File: config.mk
export PLATFORM = sky130hd
export DESIGN_NAME = multilinear_stiffness_interpolator_top
export DESIGN_NICKNAME = d
export VERILOG_FILES = /design/src/hw/rtl/msi_pkg.sv /design/src/hw/rtl/msi_bpt.sv /design/src/hw/rtl/msi_mul.sv /design/src/hw/rtl/msi_div.sv /design/src/hw/rtl/multilinear_stiffness_interpolator_top.sv
export VERILOG_INCLUDE_DIRS = /design/src /design/src/hw/rtl
export SDC_FILE = /design/constraint.sdc
export NUM_CORES = 2
export LEC_CHECK = 0
export BUFFER_PORTS_ARGS = -buffer_cell sky130_fd_sc_hd__buf_4
export CELL_PAD_IN_SITES_DETAIL_PLACEMENT = 2
export CELL_PAD_IN_SITES_GLOBAL_PLACEMENT = 2
export CORE_MARGIN = 10
export CORE_UTILIZATION = 48
export DETAILED_ROUTE_END_ITERATION = 8
export MAX_ROUTING_LAYER = met4
export PLACE_DENSITY = 0.86
export SLEW_MARGIN = 15
export SYNTH_ARGS = -nofsm -noshare
export SYNTH_HDL_FRONTEND = slang
export SYNTH_SLANG_ARGS = --single-unit
File: constraint.sdc
create_clock -name clk -period 22.7 [get_ports clk]
set_input_delay 4.54 -clock clk [delete_from_list [all_inputs] [get_ports clk]]
set_output_delay 4.54 -clock clk [all_outputs]
set_load 0.005 [all_outputs]
File: src/hw/rtl/assert_macros.svh
// Assertion helpers for the RTL files; the top-level module includes them.
`ifndef ASSERT_MACROS_SVH
`define ASSERT_MACROS_SVH

// Same-cycle implication, checked on every rising edge outside reset.
`define ASSERT_IMPL(name, ante, cons, msg) \
    name: assert property (@(posedge clk) disable iff (!rst_n) (ante) |-> (cons)) \
        else $error(msg);

// Next-cycle implication.
`define ASSERT_NEXT(name, ante, cons, msg) \
    name: assert property (@(posedge clk) disable iff (!rst_n) (ante) |=> (cons)) \
        else $error(msg);

`endif

File: src/hw/rtl/msi_pkg.sv
package msi_pkg;

    localparam int MAX_POINTS = 8;
    localparam int IDX_W      = $clog2(MAX_POINTS);
    localparam int NP_W       = 4;
    localparam int CFG_IDX_W  = 2;
    localparam int DATA_W     = 32;
    localparam int HALF_W     = DATA_W / 2;
    localparam int FRAC_W     = 16;

    localparam logic signed [DATA_W-1:0] Q_ONE = 32'sd65536;
    localparam int VIRT_MULT = 1000;

    // Shared multiplier: 34-bit signed by 17-bit signed half-word
    localparam int MUL_A_W = DATA_W + 2;
    localparam int MUL_B_W = HALF_W + 1;
    localparam int PROD_W  = MUL_A_W + MUL_B_W;
    localparam int ACC_W   = 2 * DATA_W + 2;

    // Quotient of the interpolation never exceeds 33 bits
    localparam int DIV_STEPS = DATA_W + 1;
    localparam int DIV_CNT_W = $clog2(DIV_STEPS + 1);

    typedef enum logic {
        CMD_LOAD = 1'b0,
        CMD_EVAL = 1'b1
    } cmd_t;

    typedef enum logic [CFG_IDX_W-1:0] {
        REG_NUM_POINTS = 2'd0,
        REG_RESIDUAL   = 2'd1,
        REG_SCALE      = 2'd2
    } cfg_reg_t;

    typedef enum logic [3:0] {
        S_IDLE,
        S_ADDR_LAST,
        S_ADDR_FIRST,
        S_VIRT,
        S_SEARCH,
        S_MUL_LO,
        S_MUL_HI,
        S_MUL_SUM,
        S_DIV_GO,
        S_DIV,
        S_FIN,
        S_SAT
    } state_t;

    typedef struct packed {
        logic                  start;
        logic [2*DATA_W-1:0]   dividend;
        logic [DATA_W-1:0]     divisor;
    } div_req_t;

    function automatic logic signed [DATA_W-1:0] sat32(input logic signed [ACC_W-1:0] v);
        logic [ACC_W-DATA_W:0] top;
        top = v[ACC_W-1:DATA_W-1];
        if ((&top) || (~|top))
            return v[DATA_W-1:0];
        else if (v[ACC_W-1])
            return {1'b1, {(DATA_W-1){1'b0}}};
        else
            return {1'b0, {(DATA_W-1){1'b1}}};
    endfunction

endpackage

File: src/hw/rtl/msi_bpt.sv
// Breakpoint table: one write port, one read port, registered read data.
module msi_bpt
    import msi_pkg::*;
(
    input  logic                     clk,
    input  logic                     we,
    input  logic [IDX_W-1:0]         waddr,
    input  logic signed [DATA_W-1:0] wdef,
    input  logic signed [DATA_W-1:0] wstf,
    input  logic [IDX_W-1:0]         raddr,
    output logic signed [DATA_W-1:0] rdef,
    output logic signed [DATA_W-1:0] rstf
);

    logic signed [DATA_W-1:0] def_mem [MAX_POINTS];
    logic signed [DATA_W-1:0] stf_mem [MAX_POINTS];
    logic signed [DATA_W-1:0] rdef_reg;
    logic signed [DATA_W-1:0] rstf_reg;

    always_ff @(posedge clk)
    begin
        if (we)
        begin
            def_mem[waddr] <= wdef;
            stf_mem[waddr] <= wstf;
        end
        rdef_reg <= def_mem[raddr];
        rstf_reg <= stf_mem[raddr];
    end

    assign rdef = rdef_reg;
    assign rstf = rstf_reg;

endmodule

File: src/hw/rtl/msi_mul.sv
// Shared multiplier, product registered.
module msi_mul
    import msi_pkg::*;
(
    input  logic                      clk,
    input  logic signed [MUL_A_W-1:0] a,
    input  logic signed [MUL_B_W-1:0] b,
    output logic signed [PROD_W-1:0]  prod
);

    logic signed [PROD_W-1:0] prod_reg;

    always_ff @(posedge clk)
    begin
        prod_reg <= a * b;
    end

    assign prod = prod_reg;

endmodule

File: src/hw/rtl/msi_div.sv
// Restoring divider, one quotient bit per cycle.
module msi_div
    import msi_pkg::*;
(
    input  logic                 clk,
    input  logic                 rst_n,
    input  div_req_t             req,
    output logic                 done,
    output logic [DIV_STEPS-1:0] quotient
);

    logic [DATA_W-1:0]    rem_reg, rem_next;
    logic [DATA_W-1:0]    dvs_reg, dvs_next;
    logic [DIV_STEPS-1:0] bits_reg, bits_next;
    logic [DIV_CNT_W-1:0] cnt_reg, cnt_next;
    logic                 done_reg, done_next;
    logic [DATA_W:0]      shifted;
    logic                 ge;

    always_comb
    begin
        shifted   = {rem_reg, bits_reg[DIV_STEPS-1]};
        ge        = (shifted >= {1'b0, dvs_reg});
        rem_next  = rem_reg;
        dvs_next  = dvs_reg;
        bits_next = bits_reg;
        cnt_next  = cnt_reg;
        done_next = 1'b0;
        if (req.start)
        begin
            // top bits of the dividend already sit below the divisor
            rem_next  = {{(DIV_STEPS-DATA_W){1'b0}}, req.dividend[2*DATA_W-1:DIV_STEPS]};
            bits_next = req.dividend[DIV_STEPS-1:0];
            dvs_next  = req.divisor;
            cnt_next  = DIV_CNT_W'(DIV_STEPS);
        end
        else if (cnt_reg != '0)
        begin
            rem_next  = ge ? DATA_W'(shifted - {1'b0, dvs_reg}) : shifted[DATA_W-1:0];
            bits_next = {bits_reg[DIV_STEPS-2:0], ge};
            cnt_next  = cnt_reg - 1'b1;
            done_next = (cnt_reg == DIV_CNT_W'(1));
        end
    end

    always_ff @(posedge clk or negedge rst_n)
    begin
        if (!rst_n)
        begin
            cnt_reg  <= '0;
            done_reg <= 1'b0;
        end
        else
        begin
            cnt_reg  <= cnt_next;
            done_reg <= done_next;
        end
    end

    always_ff @(posedge clk)
    begin
        rem_reg  <= rem_next;
        dvs_reg  <= dvs_next;
        bits_reg <= bits_next;
    end

    assign done     = done_reg;
    assign quotient = bits_reg;

endmodule

File: src/hw/rtl/multilinear_stiffness_interpolator_top.sv
// Piecewise-linear stiffness lookup over a breakpoint table (Q16.16 throughout).
// Input channel: drive cmd and its fields, raise start; the beat is taken on a rising
//   edge where start is high and busy is low. A load beat writes one table entry in
//   that edge and leaves busy low, so the next beat may follow right away.
// An evaluate beat raises busy until its result is out. A point on a breakpoint is
//   answered straight from the search; a point past the last breakpoint, or one that
//   no segment matches, goes through the final product only; a point inside a segment
//   goes through the interpolation product, the divider and then the final product.
//   busy drops with done, so the next beat may be taken while done is high.
//   The 33-step restoring divider sets the long case; the segment search
//   walks one breakpoint per cycle through the table's single read port; the products
//   share one multiplier, and all but the virtual point product take two half-word passes.
// Result channel: done is high for exactly one cycle with stiffness and
//   zero_width_segment valid; the receiver cannot stall it, so latch the beat then.
// Configuration: cfg_we writes cfg_data to the register cfg_index names; write only while idle.
//   Indexes beyond the register list are dropped.
// Reset: asynchronous, active low. Clear the sequencer, drop any pending result, and
//   restore num_points to 1 and both scale registers to 1.0. Table contents are kept
//   as they are and must be loaded before they are evaluated.
`include "assert_macros.svh"

module multilinear_stiffness_interpolator_top
    import msi_pkg::*;
(
    input  logic                     clk,
    input  logic                     rst_n,
    input  logic                     start,
    output logic                     busy,
    input  logic                     cmd,
    input  logic [IDX_W-1:0]         point_index,
    input  logic signed [DATA_W-1:0] breakpoint_deformation,
    input  logic signed [DATA_W-1:0] breakpoint_stiffness,
    input  logic signed [DATA_W-1:0] deformation,
    input  logic                     cfg_we,
    input  logic [CFG_IDX_W-1:0]     cfg_index,
    input  logic [DATA_W-1:0]        cfg_data,
    output logic                     done,
    output logic signed [DATA_W-1:0] stiffness,
    output logic                     zero_width_segment
);

    state_t state_reg, state_next;

    // configuration
    logic [NP_W-1:0]          num_points_reg, num_points_next;
    logic signed [DATA_W-1:0] residual_reg, residual_next;
    logic signed [DATA_W-1:0] scale_reg, scale_next;

    // evaluation context
    logic signed [DATA_W-1:0] d_reg, d_next;
    logic [IDX_W-1:0]         last_idx_reg, last_idx_next;
    logic [IDX_W-1:0]         seg_reg, seg_next;
    logic signed [DATA_W-1:0] last_def_reg, last_def_next;
    logic signed [DATA_W-1:0] last_stf_reg, last_stf_next;
    logic signed [DATA_W-1:0] virt_def_reg, virt_def_next;
    logic signed [DATA_W-1:0] stf0_reg, stf0_next;
    logic signed [DATA_W-1:0] x1_reg, x1_next;
    logic signed [DATA_W-1:0] y1_reg, y1_next;
    logic                     neg_reg, neg_next;
    logic [DATA_W-1:0]        dx_reg, dx_next;
    logic signed [DATA_W-1:0] k_reg, k_next;

    // shared multiplier operands and accumulator
    logic signed [MUL_A_W-1:0] mul_a_reg, mul_a_next;
    logic [DATA_W-1:0]         mul_b_reg, mul_b_next;
    logic                      mul_b_signed_reg, mul_b_signed_next;
    logic                      fin_reg, fin_next;
    logic signed [ACC_W-1:0]   acc_reg, acc_next;

    // result beat
    logic                     done_reg, done_next;
    logic signed [DATA_W-1:0] stiffness_reg, stiffness_next;
    logic                     zws_reg, zws_next;

    // table, multiplier and divider hookup
    logic                      tbl_we;
    logic [IDX_W-1:0]          raddr;
    logic signed [DATA_W-1:0]  rd_def;
    logic signed [DATA_W-1:0]  rd_stf;
    logic signed [MUL_A_W-1:0] mul_a;
    logic signed [MUL_B_W-1:0] mul_b;
    logic signed [PROD_W-1:0]  prod;
    logic signed [ACC_W-1:0]   prod_ext;
    div_req_t                  div_req;
    logic                      div_done;
    logic [DIV_STEPS-1:0]      quotient;

    // segment test
    logic                     last_seg;
    logic signed [DATA_W-1:0] x2;
    logic signed [DATA_W-1:0] y2;
    logic                     in_seg;
    logic                     on_point;
    logic signed [DATA_W:0]   dy;
    logic [DATA_W:0]          mag;
    logic signed [DATA_W+1:0] q_ext;
    logic signed [DATA_W+1:0] off;
    logic signed [DATA_W+1:0] ksum;
    logic signed [DATA_W-1:0] fin_a;
    logic signed [DATA_W-1:0] fin_b;

    assign busy   = (state_reg != S_IDLE);
    assign tbl_we = start && !busy && (cmd == CMD_LOAD);

    msi_bpt u_bpt (
        .clk   (clk),
        .we    (tbl_we),
        .waddr (point_index),
        .wdef  (breakpoint_deformation),
        .wstf  (breakpoint_stiffness),
        .raddr (raddr),
        .rdef  (rd_def),
        .rstf  (rd_stf)
    );

    msi_mul u_mul (
        .clk  (clk),
        .a    (mul_a),
        .b    (mul_b),
        .prod (prod)
    );

    msi_div u_div (
        .clk      (clk),
        .rst_n    (rst_n),
        .req      (div_req),
        .done     (div_done),
        .quotient (quotient)
    );

    assign prod_ext = {{(ACC_W-PROD_W){prod[PROD_W-1]}}, prod};

    assign div_req.start    = (state_reg == S_DIV_GO);
    assign div_req.dividend = acc_reg[2*DATA_W-1:0];
    assign div_req.divisor  = dx_reg;

    // Segment i runs from (x1, y1) to entry i+1, or to the virtual point past the end.
    always_comb
    begin
        last_seg = (seg_reg == last_idx_reg);
        x2       = last_seg ? virt_def_reg : rd_def;
        y2       = last_seg ? last_stf_reg : rd_stf;
        in_seg   = (d_reg >= x1_reg) && (d_reg < x2);
        on_point = (d_reg == x1_reg);
        dy       = {y2[DATA_W-1], y2} - {y1_reg[DATA_W-1], y1_reg};
        mag      = dy[DATA_W] ? (DATA_W+1)'(-dy) : (DATA_W+1)'(dy);
        q_ext    = {1'b0, quotient};
        off      = neg_reg ? -q_ext : q_ext;
        ksum     = {{2{y1_reg[DATA_W-1]}}, y1_reg} + off;
        // override scale replaces the residual product
        fin_a    = (scale_reg != Q_ONE) ? stf0_reg : residual_reg;
        fin_b    = (scale_reg != Q_ONE) ? scale_reg : k_reg;
    end

    // Table read address and multiplier operands
    always_comb
    begin
        raddr = '0;
        mul_a = mul_a_reg;
        mul_b = {1'b0, mul_b_reg[HALF_W-1:0]};
        case (state_reg)
            S_ADDR_LAST:
            begin
                raddr = last_idx_reg;
            end
            S_ADDR_FIRST:
            begin
                raddr = '0;
                // last deformation arrives: start the virtual point product
                mul_a = {{2{rd_def[DATA_W-1]}}, rd_def};
                mul_b = MUL_B_W'(VIRT_MULT);
            end
            S_VIRT:
            begin
                raddr = IDX_W'(1);
            end
            S_SEARCH:
            begin
                raddr = seg_reg + IDX_W'(2);
            end
            S_MUL_HI:
            begin
                mul_b = {mul_b_signed_reg & mul_b_reg[DATA_W-1], mul_b_reg[DATA_W-1:HALF_W]};
            end
            default:
            begin
            end
        endcase
    end

    // Next state
    always_comb
    begin
        state_next = state_reg;
        case (state_reg)
            S_IDLE:
            begin
                if (start && (cmd == CMD_EVAL))
                    state_next = S_ADDR_LAST;
            end
            S_ADDR_LAST:  state_next = S_ADDR_FIRST;
            S_ADDR_FIRST: state_next = S_VIRT;
            S_VIRT:
            begin
                state_next = (d_reg > last_def_reg) ? S_FIN : S_SEARCH;
            end
            S_SEARCH:
            begin
                if (in_seg)
                    state_next = (on_point || (x2 == x1_reg)) ? S_IDLE : S_MUL_LO;
                else if (last_seg)
                    state_next = S_FIN;
            end
            S_MUL_LO:  state_next = S_MUL_HI;
            S_MUL_HI:  state_next = S_MUL_SUM;
            S_MUL_SUM: state_next = fin_reg ? S_SAT : S_DIV_GO;
            S_DIV_GO:  state_next = S_DIV;
            S_DIV:
            begin
                if (div_done)
                    state_next = S_FIN;
            end
            S_FIN: state_next = S_MUL_LO;
            S_SAT: state_next = S_IDLE;
            default: state_next = S_IDLE;
        endcase
    end

    // Datapath and outputs
    always_comb
    begin
        num_points_next   = num_points_reg;
        residual_next     = residual_reg;
        scale_next        = scale_reg;
        d_next            = d_reg;
        last_idx_next     = last_idx_reg;
        seg_next          = seg_reg;
        last_def_next     = last_def_reg;
        last_stf_next     = last_stf_reg;
        virt_def_next     = virt_def_reg;
        stf0_next         = stf0_reg;
        x1_next           = x1_reg;
        y1_next           = y1_reg;
        neg_next          = neg_reg;
        dx_next           = dx_reg;
        k_next            = k_reg;
        mul_a_next        = mul_a_reg;
        mul_b_next        = mul_b_reg;
        mul_b_signed_next = mul_b_signed_reg;
        fin_next          = fin_reg;
        acc_next          = acc_reg;
        done_next         = 1'b0;
        stiffness_next    = stiffness_reg;
        zws_next          = zws_reg;

        if (cfg_we)
        begin
            case (cfg_index)
                REG_NUM_POINTS: num_points_next = cfg_data[NP_W-1:0];
                REG_RESIDUAL:   residual_next   = cfg_data;
                REG_SCALE:      scale_next      = cfg_data;
                default:
                begin
                end
            endcase
        end

        case (state_reg)
            S_IDLE:
            begin
                d_next = deformation;
                // zero points acts as one, too many acts as a full table
                if (num_points_reg == '0)
                    last_idx_next = '0;
                else if (num_points_reg > NP_W'(MAX_POINTS))
                    last_idx_next = IDX_W'(MAX_POINTS - 1);
                else
                    last_idx_next = IDX_W'(num_points_reg - 1'b1);
            end
            S_ADDR_FIRST:
            begin
                last_def_next = rd_def;
                last_stf_next = rd_stf;
            end
            S_VIRT:
            begin
                virt_def_next = sat32(prod_ext);
                x1_next       = rd_def;
                y1_next       = rd_stf;
                stf0_next     = rd_stf;
                seg_next      = '0;
                k_next        = last_stf_reg;
            end
            S_SEARCH:
            begin
                if (in_seg)
                begin
                    if (on_point || (x2 == x1_reg))
                    begin
                        // on a breakpoint: return its stiffness unscaled
                        done_next      = 1'b1;
                        stiffness_next = on_point ? y1_reg : '0;
                        zws_next       = !on_point;
                    end
                    neg_next          = dy[DATA_W];
                    dx_next           = DATA_W'(x2 - x1_reg);
                    mul_a_next        = {1'b0, mag};
                    mul_b_next        = DATA_W'(d_reg - x1_reg);
                    mul_b_signed_next = 1'b0;
                    fin_next          = 1'b0;
                end
                else
                begin
                    // advance to the next segment
                    x1_next  = x2;
                    y1_next  = y2;
                    seg_next = seg_reg + 1'b1;
                    k_next   = '0;
                end
            end
            S_MUL_HI:
            begin
                acc_next = prod_ext;
            end
            S_MUL_SUM:
            begin
                acc_next = acc_reg + (prod_ext <<< HALF_W);
            end
            S_DIV:
            begin
                if (div_done)
                    k_next = ksum[DATA_W-1:0];
            end
            S_FIN:
            begin
                mul_a_next        = {{2{fin_a[DATA_W-1]}}, fin_a};
                mul_b_next        = fin_b;
                mul_b_signed_next = 1'b1;
                fin_next          = 1'b1;
            end
            S_SAT:
            begin
                done_next      = 1'b1;
                stiffness_next = sat32(acc_reg >>> FRAC_W);
                zws_next       = 1'b0;
            end
            default:
            begin
            end
        endcase
    end

    always_ff @(posedge clk or negedge rst_n)
    begin
        if (!rst_n)
        begin
            state_reg      <= S_IDLE;
            num_points_reg <= NP_W'(1);
            residual_reg   <= Q_ONE;
            scale_reg      <= Q_ONE;
            done_reg       <= 1'b0;
        end
        else
        begin
            state_reg      <= state_next;
            num_points_reg <= num_points_next;
            residual_reg   <= residual_next;
            scale_reg      <= scale_next;
            done_reg       <= done_next;
        end
    end

    always_ff @(posedge clk)
    begin
        d_reg            <= d_next;
        last_idx_reg     <= last_idx_next;
        seg_reg          <= seg_next;
        last_def_reg     <= last_def_next;
        last_stf_reg     <= last_stf_next;
        virt_def_reg     <= virt_def_next;
        stf0_reg         <= stf0_next;
        x1_reg           <= x1_next;
        y1_reg           <= y1_next;
        neg_reg          <= neg_next;
        dx_reg           <= dx_next;
        k_reg            <= k_next;
        mul_a_reg        <= mul_a_next;
        mul_b_reg        <= mul_b_next;
        mul_b_signed_reg <= mul_b_signed_next;
        fin_reg          <= fin_next;
        acc_reg          <= acc_next;
        stiffness_reg    <= stiffness_next;
        zws_reg          <= zws_next;
    end

    assign done               = done_reg;
    assign stiffness          = stiffness_reg;
    assign zero_width_segment = zws_reg;

    `ASSERT_IMPL(a_done_after_work, done, $past(busy), "result beat without an evaluation")
    `ASSERT_IMPL(a_seg_in_range, state_reg == S_SEARCH, seg_reg <= last_idx_reg, "segment past table")
    `ASSERT_IMPL(a_div_in_wait, div_done, state_reg == S_DIV, "divider finished outside its wait")
    `ASSERT_IMPL(a_div_nonzero, state_reg == S_DIV_GO, dx_reg != '0, "division by a zero width")
    `ASSERT_NEXT(a_sat_delivers, state_reg == S_SAT, done && !busy, "scaled result not delivered")

endmodule
==> key figures <==
Run status
  • Outcome: completed

Worst setup path
  • Slowest CP cell: buf_4
  • CP bufs+invs: 7
  • Crit-path max FO: 62
  • Cell mode on critical path: fa_1
  • CP delay by family, top: adder cells
  • CP required: 23440 ps
  • CP Capture Type: register
  • Largest stage delay on the critical path: around 900 ps
  • WS Path Type: reg -> reg
  • Crit start category: register
  • CP arrival: 11220 ps

Route
  • DRT Wirelength: ~370 mm
  • Vias post-DR: roughly 64000
  • # DRC: 0
  • Routed WL per cell: 38.2 µm
  • DRT Pass-1 Iters: 6
  • Initial DRC count: roughly 8100
  • Final ANT Viol Nets: 0
  • Via density per instance: ~6.6

Clock network
  • Total CTS buffers: approximately 140
  • Clock buffer depth: 3
  • Post-CTS Hold Buffers: 0
  • Root Driver: clkbuf_16
  • Postcts setup bufs: 0
  • Clk Latency, worst-skew pair: 860 ps
  • Clk slew on worst S/H paths: 60 ps
  • CTS tree: built
  • Post-cts sizing count: 0
  • H-Tree Depth: 4
  • Clock sinks: 1265

STA
  • Final Critical Period: 10470 ps
  • Max transition margin: under 10%
  • Final Hold Viols: 0
  • Least-Margin Pin Slew: 1390 ps
  • Clock Skews: approximately 97 ps
  • Highest clock rate: 95.5 MHz
  • Period utilization: 46.1%
  • Post-Route Setup TNS: 0 ps
  • Slew Limit Fails: 0
  • Setup violators final: 0
  • RSZ-0062 raised after global routing: no

GRT
  • GRT Util Overall: 39.5%
  • Remaining global-route overflow: 0
  • Number of global-route vias before repair: around 70000
  • Largest net degree at the start of global routing: 90
  • GR peak layer: met2
  • First-pass GRT wire length: 519 mm
  • Met3 usage: a little under 9%
  • Met2 usage: roughly three fifths
  • Antenna violations before repair: 26
  • Met1 Use GR: between 40% and 50%

Die
  • DIE AREA: 186000 µm²
  • Die height: between 400 and 500 µm
  • Num ports: about 170
  • Core Rows: 150
  • Die width: about 430 µm
  • Starting Density: approximately half
  • Core area: 168000 µm²

Place
  • Placed cell count: 9377
  • GPL Wtd Cong: 0.994
  • Dpl hpwl: 257 mm
  • Port bufs: about 170

Cells and area
  • Final nets: between 8000 and 9000
  • Layout cells sized above 1: approximately an eighth
  • Post-Layout Cell Count: 9677
  • Fillers: 16100
  • Area growth syn-to-layout: 11.3%

Synth
  • EDFF count, synth: approximately 1100
  • Post-synthesis cell count: around 7200
  • #FFs+latches synth: 1265
  • Synth Warn #: 0
  • Mapped Avg Cell Area: ~11 µm²
  • Post-Syn Area: about 80000 µm²
  • Net Count, Synth: about 8200
  • Main synth FF type: edfxtp_1
  • Register area share after synthesis: ~45%
  • Library cells used by synthesis: between 100 and 150
  • Async S/R FF share, synth: roughly 6.3%

Hold path
  • Hold/Removal Path Class: reg -> reg

Job
  • Max-cap violations: 0
==> cells in the mapped netlist (76+ instances only) <==
library cell / instances / area (µm²)
o21ai_0: 324 / 1620
a21o_1: 162 / 1220
xor2_1: 99 / 867
nor2_1: 557 / 2090
a21oi_1: 294 / 1470
mux4_2: 128 / 2880
dfxtp_1: 116 / 2320
clkbuf_1: 207 / 777
edfxtp_1: 1069 / 32100
mux2_2: 168 / 1890
mux2i_1: 96 / 961
nand2_1: 864 / 3240
inv_1: 874 / 3280
dfrtp_1: 77 / 1930
a211oi_1: 76 / 571
xnor2_1: 176 / 1540
fa_1: 557 / 11200
ha_1: 395 / 4940
==> layout make-up <==
type / count / area [µm²] / share of cell area (%)
clock buffers: 195 / 3950 / 4.37
clock inverters: 69 / 965 / 1.07
flip-flops and latches: 1265 / 36400 / 40.3
repair buffers: 268 / 2020 / 2.23
multi-input cells: 4763 / 40800 / 45.2
well taps: 2204 / 2760 / 3.05
inverters: 877 / 3290 / 3.65
diodes: 36 / 90.1 / 0.0997
==> logic make-up after synthesis <==
logic type | synth area share (%)
AO/OA/AOI/OAI | 9.37
adder cells (fa/ha/maj) | 19.8
multiplexers | 7.06
flip-flops | 44.9
AND/OR/NAND/NOR | 10.7
buffers and inverters | 5.22
XOR/XNOR | 2.97
==> routing by layer <==
layer | vias up | share of wire [%]
li1 | 25200 | -
met4 | 0 | 8.0
met1 | 33500 | 36
met5 | - | 0
met2 | 4146 | 46
met3 | 1308 | 9.7
==> layout by cell type, fill, tap and decap left out, types with 18 or more instances in the layout <==
cell type	n
ha_1	395
o211ai_1	18
clkinv_2	19
dfxtp_1	116
nand4_1	53
nand2b_1	62
clkbuf_1	34
o21ai_0	324
a21o_1	161
buf_4	267
nor3_1	59
or3_1	27
mux2_2	168
o21bai_1	30
nand3_1	66
clkbuf_16	143
inv_1	872
nand2_1	860
nor2b_1	71
o31ai_1	38
mux4_2	128
xnor2_1	176
o21a_1	36
and3_1	39
mux2i_1	87
a211oi_1	75
dfrtp_1	77
and2_1	20
diode_2	36
nor4_1	32
fa_1	557
edfxtp_1	1069
or2_2	24
a21oi_1	294
nor2_1	546
a31oi_1	25
xor2_1	99
==> stage by stage <==
| stage | setup slack, ps | util (%) | hold slack (ps) | instance area, µm² |
|---|---|---|---|---|
| CTS | 12420 | 53.8 | 415 | 90200 |
| global placement | 12930 | 50.9 | 403 | 85300 |
| finish | 12230 | 53.9 | 416 | 90300 |
| global route | 11890 | 53.9 | 425 | 90300 |
| detailed placement | 12520 | 50.9 | 408 | 85300 |
| floorplan | 12510 | - | 400 | 81200 |
==> final timing paths <==
path | start | to | slack [ps] | cells after the start
worst max-delay path | state_reg[1] | u_mul.prod[49] | 12230 | 29
worst min-delay path | dx_reg[27] | u_div.dvs_reg[27] | 420 | 0
worst max register to register | state_reg[1] | u_mul.prod[49] | 12230 | 29
worst min register to register | dx_reg[27] | u_div.dvs_reg[27] | 420 | 0
max in group asynchronous | rst_n | state_reg[0] | 17760 | 2
min in group asynchronous | rst_n | scale_reg[6] | 3730 | 1
Power is not shown: default switching activity piles up to over one toggle a cycle in this logic, so the estimate is an artifact.
